[src/hdl/irfe_queue.sv]
// Small register FIFO used between the front and back ends and as the
// response buffer. Depends on nothing.
module irfe_queue #(
   parameter int WIDTH = 8,
   parameter int DEPTH = 2
) (
   input  logic                       clock,
   input  logic                       reset,
   input  logic                       push,
   input  logic [WIDTH-1:0]           push_data,
   output logic                       full,
   input  logic                       pop,
   output logic                       head_valid,
   output logic [WIDTH-1:0]           head_data,
   output logic [$clog2(DEPTH+1)-1:0] count
);

   localparam int PTR_W = (DEPTH > 1) ? $clog2(DEPTH) : 1;
   localparam int CNT_W = $clog2(DEPTH + 1);

   logic [WIDTH-1:0] mem_ff [DEPTH];
   logic [PTR_W-1:0] wr_ptr_ff, wr_ptr_in;
   logic [PTR_W-1:0] rd_ptr_ff, rd_ptr_in;
   logic [CNT_W-1:0] count_ff, count_in;
   logic             do_push, do_pop;

   assign full       = (count_ff == CNT_W'(DEPTH));
   assign head_valid = (count_ff != '0);
   assign head_data  = mem_ff[rd_ptr_ff];
   assign count      = count_ff;
   assign do_push    = push && !full;
   assign do_pop     = pop && head_valid;

   always_comb begin
      wr_ptr_in = wr_ptr_ff;
      rd_ptr_in = rd_ptr_ff;
      count_in  = count_ff;
      if (do_push) begin
         wr_ptr_in = (wr_ptr_ff == PTR_W'(DEPTH - 1)) ? '0 : wr_ptr_ff + 1'b1;
      end
      if (do_pop) begin
         rd_ptr_in = (rd_ptr_ff == PTR_W'(DEPTH - 1)) ? '0 : rd_ptr_ff + 1'b1;
      end
      if (do_push && !do_pop) begin
         count_in = count_ff + 1'b1;
      end else if (do_pop && !do_push) begin
         count_in = count_ff - 1'b1;
      end
   end

   always_ff @(posedge clock) begin
      if (reset) begin
         wr_ptr_ff <= '0;
         rd_ptr_ff <= '0;
         count_ff  <= '0;
      end else begin
         wr_ptr_ff <= wr_ptr_in;
         rd_ptr_ff <= rd_ptr_in;
         count_ff  <= count_in;
      end
   end

   always_ff @(posedge clock) begin
      if (do_push) begin
         mem_ff[wr_ptr_ff] <= push_data;
      end
   end

endmodule

[config.mk]
export PLATFORM = sky130hd
export DESIGN_NAME = irfe_queue
export DESIGN_NICKNAME = d
export VERILOG_FILES = /design/src/hdl/irfe_queue.sv
export SDC_FILE = /design/constraint.sdc
export NUM_CORES = 1
export LEC_CHECK = 0
export BUFFER_PORTS_ARGS = -buffer_cell sky130_fd_sc_hd__buf_4
export CAP_MARGIN = 10
export CELL_PAD_IN_SITES_DETAIL_PLACEMENT = 0
export CELL_PAD_IN_SITES_GLOBAL_PLACEMENT = 1
export CORE_MARGIN = 5
export CORE_UTILIZATION = 30
export CTS_CLUSTER_DIAMETER = 50
export DETAILED_ROUTE_END_ITERATION = 10
export GPL_TIMING_DRIVEN = 0
export PLACE_DENSITY_LB_ADDON = 0.1
export SLEW_MARGIN = 0
export SYNTH_ARGS = -nofsm -noshare
export SYNTH_HDL_FRONTEND = slang
export SYNTH_SLANG_ARGS = --single-unit
[constraint.sdc]
create_clock -name clock -period 2.9 [get_ports clock]
set_input_delay 0.87 -clock clock [delete_from_list [all_inputs] [get_ports clock]]
set_output_delay 0.87 -clock clock [all_outputs]
set_load 0.005 [all_outputs]
== Word level (Yosys, flattened, before mapping) ==
Memories as Yosys holds them, arrays and structs flattened. A register that Yosys moved wholly into a read port is not among the register bits.
Cells that the tools add are included.

* Reductions and logical operators: 9
* Multiplexer cells: 8
* Eq/ne operators: 1
* Add/subtract/negate cells: 4

{| class="wikitable"
|+ Operator list
! cell !! number
|-
| two-way mux 1 bit || 6
|-
| logical AND 1 bit || 4
|-
| two-way mux 2 bit || 2
|-
| nonzero test 2 bit || 2
|-
| logical NOT 1 bit || 3
|-
| adder 1 bit (second input constant) || 2
|-
| adder 2 x 1 -> 2 bit (second input constant) || 1
|-
| equality test 2 bit (second input constant) || 1
|-
| subtractor 2 x 1 -> 2 bit (second input constant) || 1
|}

* Register bits: 4
* Input bits: 12
* Memories kept: 1
* Output and inout bits: 12
* Logic and storage cells: 26
* Bits in writable memories: 16

{| class="wikitable"
|+ Memory list
! name !! depth !! bits a word !! read ports !! clocked after memory_dff !! wr ports !! RTL line !! text
|-
| mem_ff || 2 || 8 || 1 || 1 || 1 || 21 || <nowiki>logic [WIDTH-1:0] mem_ff [DEPTH];</nowiki>
|}

== Longest topological paths before layout ==
* Word-level depth: 7
* Depth in mapped cells: 6
* Gate-level depth less buffers: 6

== Least setup slack after synthesis ==
No wires, ideal clock.

* Path kind: input-to-reg
* Start: input pop
* End: register count_ff[1], in the netlist count[1]
* Path buffers: 0
* Setup time: 0.070 ns
* Setup slack: 1.029 ns
* Cell stages on the path: 4
* Data required time: 2.830 ns
* Arrival time: 1.801 ns
* Cell sequence: o21ai_0 > ha_1 > or3_1 > a21oi_1

* Longest elaborated chain between the ends: 4
* Elaborated cells between the ends (all ways): 6

{| class="wikitable"
|+ Ends and longest elaborated chain
! what !! RTL line !! text
|-
| start: declaration || 12 || <nowiki>input logic pop,</nowiki>
|-
| logical AND 1 bit * || 32 || <nowiki>assign do_pop = pop && head_valid;</nowiki>
|-
| logical NOT 1 bit || 44 || <nowiki>if (do_push && !do_pop) begin</nowiki>
|-
| logical AND 1 bit || 44 ||
|-
| two-way mux 2 bit or nonzero test 2 bit (tied branches) || n/a ||
|-
| end signal: assignment || 59 || <nowiki>count_ff <= count_in;</nowiki>
|-
| end: declaration || 24 || <nowiki>logic [CNT_W-1:0] count_ff, count_in;</nowiki>
|}

Mark *: on every way between the ends. The rest lies on a longest branch, timed or not.
A chain may end at the register's enable or synchronous reset.

==> reports/metrics.yaml <==
sta:
  whs_ps: 489
  min_period_ps: 2180
  skew_ps: 2.91
  tightest_slew_ps: 384
  timing.final.ws_setup_ps: 725
  min_period_over_period_pct: 75.0
  fin_tns_setup_ps: 0
  maxSlewViolCount: 0
  slew_headroom_pct: 74.4
  hold_viol: 0
  fmax_mhz: 460
  rsz0062_at_grt: "no"
  final-setup-viol-count: 0
job:
  maxCapViolations: 0
yosys:
  synth_warnings: 0
  synth_area_leaders: "edfxtp_1, dfxtp_1, mux2_2"
  synth_top_area_share_pct: 60.4
  netlist_area_um2: 796
  yosysSeqAreaShare_pct: 73.0
  synth_top_cell_by_area: "edfxtp_1"
  syn_area_per_cell_um2: 15.9
  synth_seq_cells: 21
  yosysUniqueCellTypes: 14
  synth_nets: 63
  syn_inst: 50
global_routing:
  grt_pass1_vias: 461
  grt_pass1_wl_mm: 2.01
  gr-total-overflow: 0
  track_usage_pct: 7.56
  grt_max_degree: 12
  antenna_found_initial: 0
worst_setup_path:
  worst-setup-path-type: "register to output port"
  cp_slowest_cell: "mux2_2"
  start_kind: "register"
  endpoint_kind: "output port"
  path_delay_family: "multiplexers"
  crit_required_ps: 2030
  path_cells: "buf_2 > mux2_2 > buf_4"
  critPathMaxStageDelay_ps: 360
  cp.arrival_ps: 1310
  cp_num_buf_inv: 2
  crit_fanout: 8
clock_network:
  path_clk_slew_ps: 110
  htreeDepth: 1
  postCtsResizedCells: 0
  cts_root_buffer: "clkbuf_4"
  hold_buffers: 0
  cts_buffers: 3
  clk_latency_ps: 290
  cts_setup_buffers: 0
  cts_tree: "done"
  clkSinkCount: 21
  clockBufferDepth: 2
floorplanning:
  core_area_mm2: 0.00250
  dieArea_mm2: 0.00378
  rows: 18
  start_util_pct: 31.8
  die_h_um: 61.5
  io_pins: 24
  die_w_um: 61.5
final_layout:
  finalInstanceArea_mm2: 0.00103
  final_cell_mix: "buf_4, edfxtp_1, mux2_2"
  insertedDiodeCount: 0
  area_delta_synth_final_pct: 29.7
  mostFrequentLayoutCell: "buf_4"
  final_net_count: 91
  num-fill-cells: 245
  drive_above_1_share_pct: 48.1
drt:
  drtAntennaViolNets: 0
  wl_per_cell_um: 11.7
  drt_iter0_drc: 6
  routed_wl_mm: 1.25
  vias: 448
  dr.pass1.iters: 2
  via_per_inst: 4.19
  drc: 0
outcome:
  status: "finished, final reports clean"
pwr:
  p_leak_uw: 0.000415
  peakVddDrop_v: 0.000350
  total_power_uw: 830
  powerDensity_mw_per_mm2: 804
placed_design:
  portBuffers: 23
  place_area_mm2: 0.00101
  dp.final_hpwl_um: 961
  post-place-ws_ps: 886
  routabilityCongestion: 0.679
hold_path:
  hold_class: "register to register"
## report_power, final
group          internal, µW  total (µW)  switching (µW)
combinational           167         289             121
clock                  53.4         131            77.4
sequential              384         410            26.3
total                   604         830             225
## cells in the mapped netlist (all sizes together)
library cell / count
buf: 1
or3: 2
a21oi: 2
ha: 1
nor2: 4
o21ai: 3
edfxtp: 16
xor2: 3
and2: 1
nor2b: 1
mux2: 8
inv: 2
dfxtp: 5
or2: 1
## logic make-up (layout without fill, tap and decap cells)
group / after synthesis / after routing / synth area share (%)
compound gates: 5 / 5 / 3.14
mux: 8 / 8 / 11.3
fa+ha+maj: 1 / 1 / 1.57
xor+xnor: 3 / 3 / 3.30
buf+inv: 3 / 30 / 1.57
flops: 21 / 21 / 73.0
simple gates: 9 / 9 / 6.13
## tightest hold or removal path, delay by kind of cell, from the launching register on
kind | cells | cell delay [ps]
flops | 1 | 330
compound gates | 2 | 130
## final timing paths
kind / start / cells past startpoint / slack (ps) / end
max: register / 3 / 720 / head_data[0]
min: wr_ptr_ff / 2 / 490 / wr_ptr_ff
max reg2reg: count[1] / 5 / 1310 / count[1]
min reg2reg: wr_ptr_ff / 2 / 490 / wr_ptr_ff
## stage by stage
step | util, % | cells
after floorplan | - | 50
after global placement | 40.2 | 103
after detailed placement | 40.2 | 103
after CTS | 41.3 | 107
after global routing | 41.3 | 107
final | 41.3 | 107
## sequential cells by signal, indices dropped and copies added, names as in the netlist, named ones only
| register | flops |
|---|---|
| rd_ptr_ff | 1 |
| count | 2 |
| wr_ptr_ff | 1 |
| mem_ff | 16 |
## layer usage
metal  wire length (µm)  part of all wire [%]  global-route usage (%)
met5                  0                     0                       0
met4                  0                     0                    3.64
met3                103                   8.3                    2.94
met2                594                    48                    11.8
met1                550                    44                    9.10
## layout make-up
class | instances | area, µm² | share of cell area (%)
buffer | 1 | 5.00 | 0.485
sequential | 21 | 581 | 56.2
multi-input combinational | 26 | 203 | 19.6
tap | 30 | 37.5 | 3.64
timing repair buffer | 23 | 173 | 16.7
inverter | 2 | 7.51 | 0.727
clock buffer | 4 | 26.3 | 2.55
Power figures use the tool's default switching activity.
