===== config.mk =====
export PLATFORM = sky130hd
export DESIGN_NAME = irfe_front
export DESIGN_NICKNAME = d
export VERILOG_FILES = /design/src/hdl/irfe_pkg.sv /design/src/hdl/irfe_front.sv
export SDC_FILE = /design/constraint.sdc
export NUM_CORES = 1
export LEC_CHECK = 0
export BUFFER_PORTS_ARGS = -buffer_cell sky130_fd_sc_hd__buf_2
export CAP_MARGIN = 15
export CORE_MARGIN = 4
export CORE_UTILIZATION = 40
export DETAILED_ROUTE_END_ITERATION = 8
export SLEW_MARGIN = 20
export SYNTH_ARGS = -nofsm -noshare
export SYNTH_HDL_FRONTEND = slang
export SYNTH_SLANG_ARGS = --single-unit

===== constraint.sdc =====
create_clock -name clock -period 3.26 [get_ports clock]
set_input_delay 0.326 -clock clock [delete_from_list [all_inputs] [get_ports clock]]
set_output_delay 0.326 -clock clock [all_outputs]
set_load 0.1 [all_outputs]

===== src/hdl/irfe_pkg.sv =====
// Shared package of the image rotate/flip engine: default sizes,
// register indexes, mode and command codes, and the queue control struct.
// No dependencies.
package irfe_pkg;

   localparam int DEF_MAX_ROWS = 128;
   localparam int DEF_MAX_COLS = 128;
   localparam int DEF_CHANNELS = 3;

   localparam int CHAN_W  = 8;
   localparam int PIXEL_W = 3 * CHAN_W;

   localparam int CSR_IDX_W  = 2;
   localparam int CSR_DATA_W = 8;

   localparam logic [CSR_IDX_W-1:0] CSR_MODE = 2'd0;
   localparam logic [CSR_IDX_W-1:0] CSR_ROWS = 2'd1;
   localparam logic [CSR_IDX_W-1:0] CSR_COLS = 2'd2;

   localparam logic [CSR_DATA_W-1:0] SIZE_RESET = 8'd128;

   localparam logic [1:0] MODE_ROT_LEFT = 2'd0;
   localparam logic [1:0] MODE_HFLIP    = 2'd1;
   localparam logic [1:0] MODE_VFLIP    = 2'd2;
   localparam logic [1:0] MODE_PASS     = 2'd3;

   localparam logic CMD_WRITE = 1'b0;
   localparam logic CMD_READ  = 1'b1;

   typedef struct packed {
      logic is_read;
      logic frame_end;
   } op_ctl_type;

endpackage


===== src/hdl/irfe_front.sv =====
// Front end of the image rotate/flip engine: configuration registers,
// raster counters and frame store address generation. Uses irfe_pkg.
module irfe_front #(
   parameter int MAX_ROWS = irfe_pkg::DEF_MAX_ROWS,
   parameter int MAX_COLS = irfe_pkg::DEF_MAX_COLS
) (
   input  logic                                clock,
   input  logic                                reset,
   input  logic                                csr_we,
   input  logic [irfe_pkg::CSR_IDX_W-1:0]      csr_index,
   input  logic [irfe_pkg::CSR_DATA_W-1:0]     csr_wdata,
   input  logic                                req_accept,
   input  logic                                req_cmd,
   output irfe_pkg::op_ctl_type                op_ctl,
   output logic [$clog2(MAX_ROWS*MAX_COLS)-1:0] op_addr
);

   import irfe_pkg::*;

   localparam int MAX_DIM = (MAX_ROWS > MAX_COLS) ? MAX_ROWS : MAX_COLS;
   localparam int CNT_W   = $clog2(MAX_DIM);
   localparam int SIZE_W  = $clog2(MAX_DIM + 1);
   localparam int CMP_W   = (SIZE_W > CSR_DATA_W) ? SIZE_W : CSR_DATA_W;
   localparam int ADDR_W  = $clog2(MAX_ROWS * MAX_COLS);

   logic [1:0]            mode_ff, mode_in;
   logic [CSR_DATA_W-1:0] rows_ff, rows_in;
   logic [CSR_DATA_W-1:0] cols_ff, cols_in;
   logic [CNT_W-1:0]      wr_row_ff, wr_row_in, wr_col_ff, wr_col_in;
   logic [CNT_W-1:0]      rd_row_ff, rd_row_in, rd_col_ff, rd_col_in;

   logic             csr_hit;
   logic [CMP_W-1:0] rows_eff, cols_eff, orows, ocols;
   logic [CMP_W-1:0] wr_row_nx, wr_col_nx, rd_row_nx, rd_col_nx;
   logic [CMP_W-1:0] src_row, src_col;
   logic             rd_col_last, rd_row_last;

   always_comb begin
      rows_eff = CMP_W'(rows_ff);
      if (rows_eff == '0) begin
         rows_eff = CMP_W'(1);
      end else if (rows_eff > CMP_W'(MAX_ROWS)) begin
         rows_eff = CMP_W'(MAX_ROWS);
      end
      cols_eff = CMP_W'(cols_ff);
      if (cols_eff == '0) begin
         cols_eff = CMP_W'(1);
      end else if (cols_eff > CMP_W'(MAX_COLS)) begin
         cols_eff = CMP_W'(MAX_COLS);
      end
   end

   // map output raster position to source pixel
   always_comb begin
      orows   = rows_eff;
      ocols   = cols_eff;
      src_row = CMP_W'(rd_row_ff);
      src_col = CMP_W'(rd_col_ff);
      case (mode_ff)
         MODE_ROT_LEFT: begin
            orows   = cols_eff;
            ocols   = rows_eff;
            src_row = CMP_W'(rd_col_ff);
            src_col = cols_eff - 1'b1 - CMP_W'(rd_row_ff);
         end
         MODE_HFLIP: begin
            src_col = cols_eff - 1'b1 - CMP_W'(rd_col_ff);
         end
         MODE_VFLIP: begin
            src_row = rows_eff - 1'b1 - CMP_W'(rd_row_ff);
         end
         default: begin
         end
      endcase
   end

   assign wr_row_nx   = CMP_W'(wr_row_ff) + 1'b1;
   assign wr_col_nx   = CMP_W'(wr_col_ff) + 1'b1;
   assign rd_row_nx   = CMP_W'(rd_row_ff) + 1'b1;
   assign rd_col_nx   = CMP_W'(rd_col_ff) + 1'b1;
   assign rd_col_last = (rd_col_nx >= ocols);
   assign rd_row_last = (rd_row_nx >= orows);

   always_comb begin
      op_ctl.is_read   = (req_cmd == CMD_READ);
      op_ctl.frame_end = rd_row_last && rd_col_last;
      if (req_cmd == CMD_READ) begin
         op_addr = ADDR_W'(src_row[CNT_W-1:0]) * ADDR_W'(MAX_COLS)
                   + ADDR_W'(src_col[CNT_W-1:0]);
      end else begin
         op_addr = ADDR_W'(wr_row_ff) * ADDR_W'(MAX_COLS) + ADDR_W'(wr_col_ff);
      end
   end

   assign csr_hit = csr_we && ((csr_index == CSR_MODE) || (csr_index == CSR_ROWS)
                               || (csr_index == CSR_COLS));

   always_comb begin
      mode_in   = mode_ff;
      rows_in   = rows_ff;
      cols_in   = cols_ff;
      wr_row_in = wr_row_ff;
      wr_col_in = wr_col_ff;
      rd_row_in = rd_row_ff;
      rd_col_in = rd_col_ff;
      if (csr_hit) begin
         case (csr_index)
            CSR_MODE: mode_in = csr_wdata[1:0];
            CSR_ROWS: rows_in = csr_wdata;
            CSR_COLS: cols_in = csr_wdata;
            default: begin
            end
         endcase
         // any register write restarts the frame
         wr_row_in = '0;
         wr_col_in = '0;
         rd_row_in = '0;
         rd_col_in = '0;
      end else if (req_accept && (req_cmd == CMD_WRITE)) begin
         if (wr_col_nx >= cols_eff) begin
            wr_col_in = '0;
            wr_row_in = (wr_row_nx >= rows_eff) ? '0 : wr_row_nx[CNT_W-1:0];
         end else begin
            wr_col_in = wr_col_nx[CNT_W-1:0];
         end
      end else if (req_accept) begin
         if (rd_col_last) begin
            rd_col_in = '0;
            rd_row_in = rd_row_last ? '0 : rd_row_nx[CNT_W-1:0];
         end else begin
            rd_col_in = rd_col_nx[CNT_W-1:0];
         end
      end
   end

   always_ff @(posedge clock) begin
      if (reset) begin
         mode_ff   <= MODE_ROT_LEFT;
         rows_ff   <= SIZE_RESET;
         cols_ff   <= SIZE_RESET;
         wr_row_ff <= '0;
         wr_col_ff <= '0;
         rd_row_ff <= '0;
         rd_col_ff <= '0;
      end else begin
         mode_ff   <= mode_in;
         rows_ff   <= rows_in;
         cols_ff   <= cols_in;
         wr_row_ff <= wr_row_in;
         wr_col_ff <= wr_col_in;
         rd_row_ff <= rd_row_in;
         rd_col_ff <= rd_col_in;
      end
   end

endmodule


== Yosys cells after proc, flatten, opt, wreduce, memory -nomap -nowiden ==
Cells that the tools add are included.

* Register bits after elaboration: 46
* Input bits: 15
* Output and inout port bits: 16

* Add/sub/neg operators: 11
* $lt $le $gt $ge: 6
* Eq/ne operators: 4
* Mux-type cells: 13
* Bitwise gates (word level): 2
* Reductions and logical operators: 16

{| class="wikitable"
|+ Operator list
! cell !! number
|-
| two-way mux 8 bit || 6
|-
| adder 7 x 1 -> 8 bit (second input constant) || 4
|-
| >= comparator 8 bit || 4
|-
| adder 14 x 7 -> 14 bit || 2
|-
| two-way mux 7 bit || 4
|-
| case mux 7 bit (2 select lines) || 2
|-
| subtractor 7 bit || 3
|-
| greater-than comparator 8 bit (second input constant) || 2
|-
| zero test 8 bit || 2
|-
| two-way mux 14 bit || 1
|-
| subtractor 7 x 1 -> 7 bit (second input constant) || 2
|-
| AND reduction 2 bit || 5
|-
| equality test 2 x 1 -> 1 bit (second input constant) || 2
|-
| equality test 2 bit (second input constant) || 2
|-
| zero test 2 bit || 2
|-
| logical AND 1 bit || 3
|-
| AND reduction 3 bit || 1
|-
| logical OR 1 bit || 2
|-
| inverter 1 bit || 2
|-
| OR reduction 2 bit || 1
|}

== Logic depth before layout (Yosys ltp) ==
* Word-level depth: 8
* Depth in mapped cells: 14
* Gate-level depth less buffers: 13

== Worst setup path before layout ==
No wires, ideal clock.

* Path kind: register -> output
* Start: register cols_ff[1]
* End: output port op_addr[4]
* Data arrival time: 3.949 ns
* Slack: -1.015 ns
* Stages on the path, launching flop included: 13
* Path through: dfxtp_1 > nor4_1 > a21oi_1 > nor2_1 > inv_1 > ha_1 > xnor2_1 > ha_1 > nor2b_1 > o21ai_0 > a21boi_0 > a211o_1 > a31oi_1

* Longest elaborated chain between the ends: 8

{| class="wikitable"
|+ Ends and longest elaborated chain
! what !! RTL line !! text
|-
| start: declaration || irfe_front.sv:28 || <nowiki>logic [CSR_DATA_W-1:0] cols_ff, cols_in;</nowiki>
|-
| start signal: assignment || irfe_front.sv:148 || <nowiki>cols_ff <= cols_in;</nowiki>
|-
| greater-than comparator 8 bit || irfe_front.sv:48 || <nowiki>end else if (cols_eff > CMP_W'(MAX_COLS)) begin</nowiki>
|-
| two-way mux 8 bit || irfe_front.sv:48 ||
|-
| two-way mux 8 bit (*) || irfe_front.sv:46 || <nowiki>if (cols_eff == '0) begin</nowiki>
|-
| subtractor 7 x 1 -> 7 bit (*) || irfe_front.sv:64, irfe_front.sv:67 ||
|-
| subtractor 7 bit, on equally long branches || irfe_front.sv:67, irfe_front.sv:64 ||
|-
| case mux 7 bit (2 select lines) (*) || irfe_front.sv:59 || <nowiki>case (mode_ff)</nowiki>
|-
| adder 14 x 7 -> 14 bit (*) || irfe_front.sv:89 || <nowiki>+ ADDR_W'(src_col[CNT_W-1:0]);</nowiki>
|-
| two-way mux 14 bit (*) || irfe_front.sv:87 || <nowiki>if (req_cmd == CMD_READ) begin</nowiki>
|-
| end: declaration || irfe_front.sv:15 || <nowiki>output logic [$clog2(MAX_ROWS*MAX_COLS)-1:0] op_addr</nowiki>
|}

Every way passes the cells marked *; elsewhere a longest branch is shown, timed or not.

== Worst setup path in the final report ==
* Start: register cols_ff[4]
* End: output port op_addr[4]

Same word-level chain as after synthesis.

==> results.sh <==
export IMPL_rows=37
export IMPL_vias=4115
export IMPL_r2r_setup_slack_ps=180
export IMPL_finalSetupViolations=4
export IMPL_layout_min_cycle_time_ps=3420
export IMPL_worstSetupEndpointType="primary output"
export IMPL_p_leak_uw=0.00233
export IMPL_fin_crit_sh_pct=105
export IMPL_cts_tree="built"
export IMPL_whs_ps=275
export IMPL_synth_flop_cell="dfxtp_1"
export IMPL_cp_num_buf_inv=3
export IMPL_cts_buffers=5
export IMPL_yosys_warnings=0
export IMPL_rsz0062_at_grt="yes"
export IMPL_clkTransAtPathRegs_ps=90
export IMPL_path_class="flop to primary output"
export IMPL_crit_start="cols_ff[4]"
export IMPL_slowest_stage="dfxtp_2"
export IMPL_slew_violations=0
export IMPL_max_vdd_ir_drop_mv=0.221
export IMPL_tns_ps=-466
export IMPL_fin_skew_ps=7.06
export IMPL_coreArea_sq_um=10300
export IMPL_crit_arrival_ps=3100
export IMPL_cp_top_family="compound AO/OA/AOI/OAI gates"
export IMPL_drc=0
export IMPL_htreeDepth=2
export IMPL_yosys_area_top_type="dfxtp_1"
export IMPL_cp_max_fo=3
export IMPL_vias_per_cell=5.66
export IMPL_dr_pass1_iters=5
export IMPL_antenna_found_initial=0
export IMPL_wl_per_cell_um=17.6
export IMPL_p_per_area_nw_per_um2=269
export IMPL_ys_seq_elements=46
export IMPL_die_h_um=111
export IMPL_synthCells=544
export IMPL_synth_top_cells_by_area="dfxtp_1 22%, ha_1 15%, mux2i_1 6.2%"
export IMPL_r2r_start="mode_ff[1]"
export IMPL_fin_ws_ps=-164
export IMPL_r2r_end="rd_col_ff[3]"
export IMPL_globalplace_congestion=0.893
export IMPL_hold_viol=0
export IMPL_ant_nets=0
export IMPL_grt_max_degree=26
export IMPL_fin_area_sq_um=5210
export IMPL_clockRootBuffer="clkbuf_8"
export IMPL_placedInstanceArea_sq_um=4840
export IMPL_rr_worst_depth=12
export IMPL_final_util_pct=50.5
export IMPL_synthDistinctLibCells=52
export IMPL_hold_class="input port to flop"
export IMPL_die_w_um=111
export IMPL_required_ps=2930
export IMPL_crit_end="op_addr[4]"
export IMPL_maxCapViolations=0
export IMPL_synth_edf_count=0
export IMPL_portBuffers=30
export IMPL_synth_area_per_cell_sq_um=7.76
export IMPL_gr_total_overflow=0
export IMPL_antenna_cells=0
export IMPL_drt_iter0_markers=223
export IMPL_synth_area_sq_um=4220
export IMPL_ios=31
export IMPL_status="finished, violations left"
export IMPL_dieArea_sq_um=12300
export IMPL_slowest_delay_ps=340
export IMPL_grt_pass1_vias=4100
export IMPL_area_growth_pct=23.5
export IMPL_synth_fp_nets=610
export IMPL_clk_latency_ps=310
export IMPL_violations="negative setup slack"
export IMPL_cp_cell_sequence="nor4_4 -> a21oi_2 -> nor2_2 -> inv_2 -> ha_4 -> xnor2_2 -> ha_1 -> nor2b_4 -> o21ai_2 -> a21boi_2 -> buf_4 -> a211o_1 -> a31oi_4 -> buf_12"
export IMPL_num_nets_final=656
export IMPL_cp_start_kind="flop"
export IMPL_async_flop_share_pct=0
export IMPL_wl_mm=12.8
export IMPL_cts_path_max_buffers=2
export IMPL_yosysTopAreaCellShare_pct=21.8
export IMPL_final_layout_size_suffix_gt1_share_pct=22.2
export IMPL_dp_hpwl_mm=9.71
export IMPL_yosysSeqAreaShare_pct=21.8
export IMPL_synth_commonest_cells="51 x nor2_1, 49 x ha_1, 46 x dfxtp_1, 42 x nand2_1, 40 x a21oi_1"
export IMPL_clkSinkCount=46
export IMPL_slew_headroom_pct=54.2
export IMPL_synth_most_common_cell="nor2_1"
export IMPL_worst_pin_slew_ps=686
export IMPL_fmax_mhz=292
export IMPL_start_util_pct=40.9
export IMPL_grt_util_all_layers_pct=20.6
export IMPL_grt_pass1_wl_mm=20.9
export IMPL_crit_cells=14
## sequential cells by signal (all words and copies together), names as in the netlist
name and cells:
cols_ff 8, wr_row_ff 7, rd_row_ff 7, mode_ff 2, rows_ff 8, rd_col_ff 7, wr_col_ff 7
## layout by cell type, fill, tap and decap left out, drive strengths merged, types with 26 or more instances in the layout
| master | instances |
|---|---|
| buf | 67 |
| a21oi | 40 |
| nand2 | 42 |
| o21ai | 30 |
| nand3 | 27 |
| nor2 | 52 |
| inv | 29 |
| mux2i | 26 |
| dfxtp | 46 |
| ha | 49 |
## how the worst min path moves through the flow
| stage | startpoint | endpoint | slack [ps] | cells past startpoint |
|---|---|---|---|---|
| finish | csr_wdata[3] | rows_ff[3] | 270 | 3 |
| global route | csr_wdata[5] | rows_ff[5] | 270 | 3 |
| CTS | csr_wdata[3] | rows_ff[3] | 270 | 3 |
| floorplan | wr_row_ff[1] | wr_row_ff[1] | 460 | 2 |
| detailed placement | wr_row_ff[1] | wr_row_ff[1] | 490 | 2 |
| global placement | rows_ff[0] | rows_ff[0] | 480 | 2 |
## metrics by stage
stage / total power (uW) / setup WS [ps] / cells
after global placement: 937 / -148 / 708
after CTS: 1400 / -117 / 719
after global routing: 1470 / -325 / 727
after floorplan: 836 / -421 / 544
after detailed placement: 941 / -282 / 708
final: 1400 / -164 / 727
## cell families (layout without fill, tap and decap cells)
group                    count (synthesis)  after routing  share of synthesized area (%)
adder cells (fa/ha/maj)                 51             51                           15.5
flip-flops                              46             46                           21.8
AO/OA/AOI/OAI                          135            135                           20.5
buffers and inverters                   58            105                           5.39
XOR/XNOR                                36             36                           7.47
AND/OR/NAND/NOR                        185            185                           21.3
multiplexers                            33             33                           8.03
## worst reg2reg max path: stages (launching register included)
cell     delay, ps
dfxtp_1        340
buf_4          330
nor2_4          60
buf_4          170
buf_4          140
a21oi_1        200
ha_1           280
a21o_1         180
a221o_1        410
buf_4          160
a311o_1        440
nor2_4         160
a22o_1         160
## timing repair
item | CTS | global route
gates resized for setup | 22 | 31
setup buffers | 4 | 10
hold buffers | 0 | 0
pin swaps | 15 | 9
endpoints found under the setup margin | 7 | 10
## report_power, final
| part | switching [uW] | leakage (uW) | internal (uW) |
|---|---|---|---|
| clock | 211 | 0.0000514 | 229 |
| sequential | 9.60 | 0.000374 | 571 |
| combinational | 241 | 0.00191 | 142 |
| total | 462 | 0.00233 | 943 |
## final cells by class
cell class	instances	area [sq um]
inverters	30	114
fillers	989	5110
clock inverters	2	37.5
multi-input cells	440	3310
well taps	136	170
repair buffers	67	576
clock buffers	6	72.6
flip-flops and latches	46	928
## metal layers
metal  up-vias  track usage (%)  part of all wire [%]  routed length (um)
li1       2040                -                     -                   -
met1      1990             27.5                    47                6040
met2        73             35.2                    48                6140
met3        12             2.67                   3.2                 413
met4         0             5.01                   1.4                 180
met5         -                0                     0                   0
(Power assumes the default switching activity.)
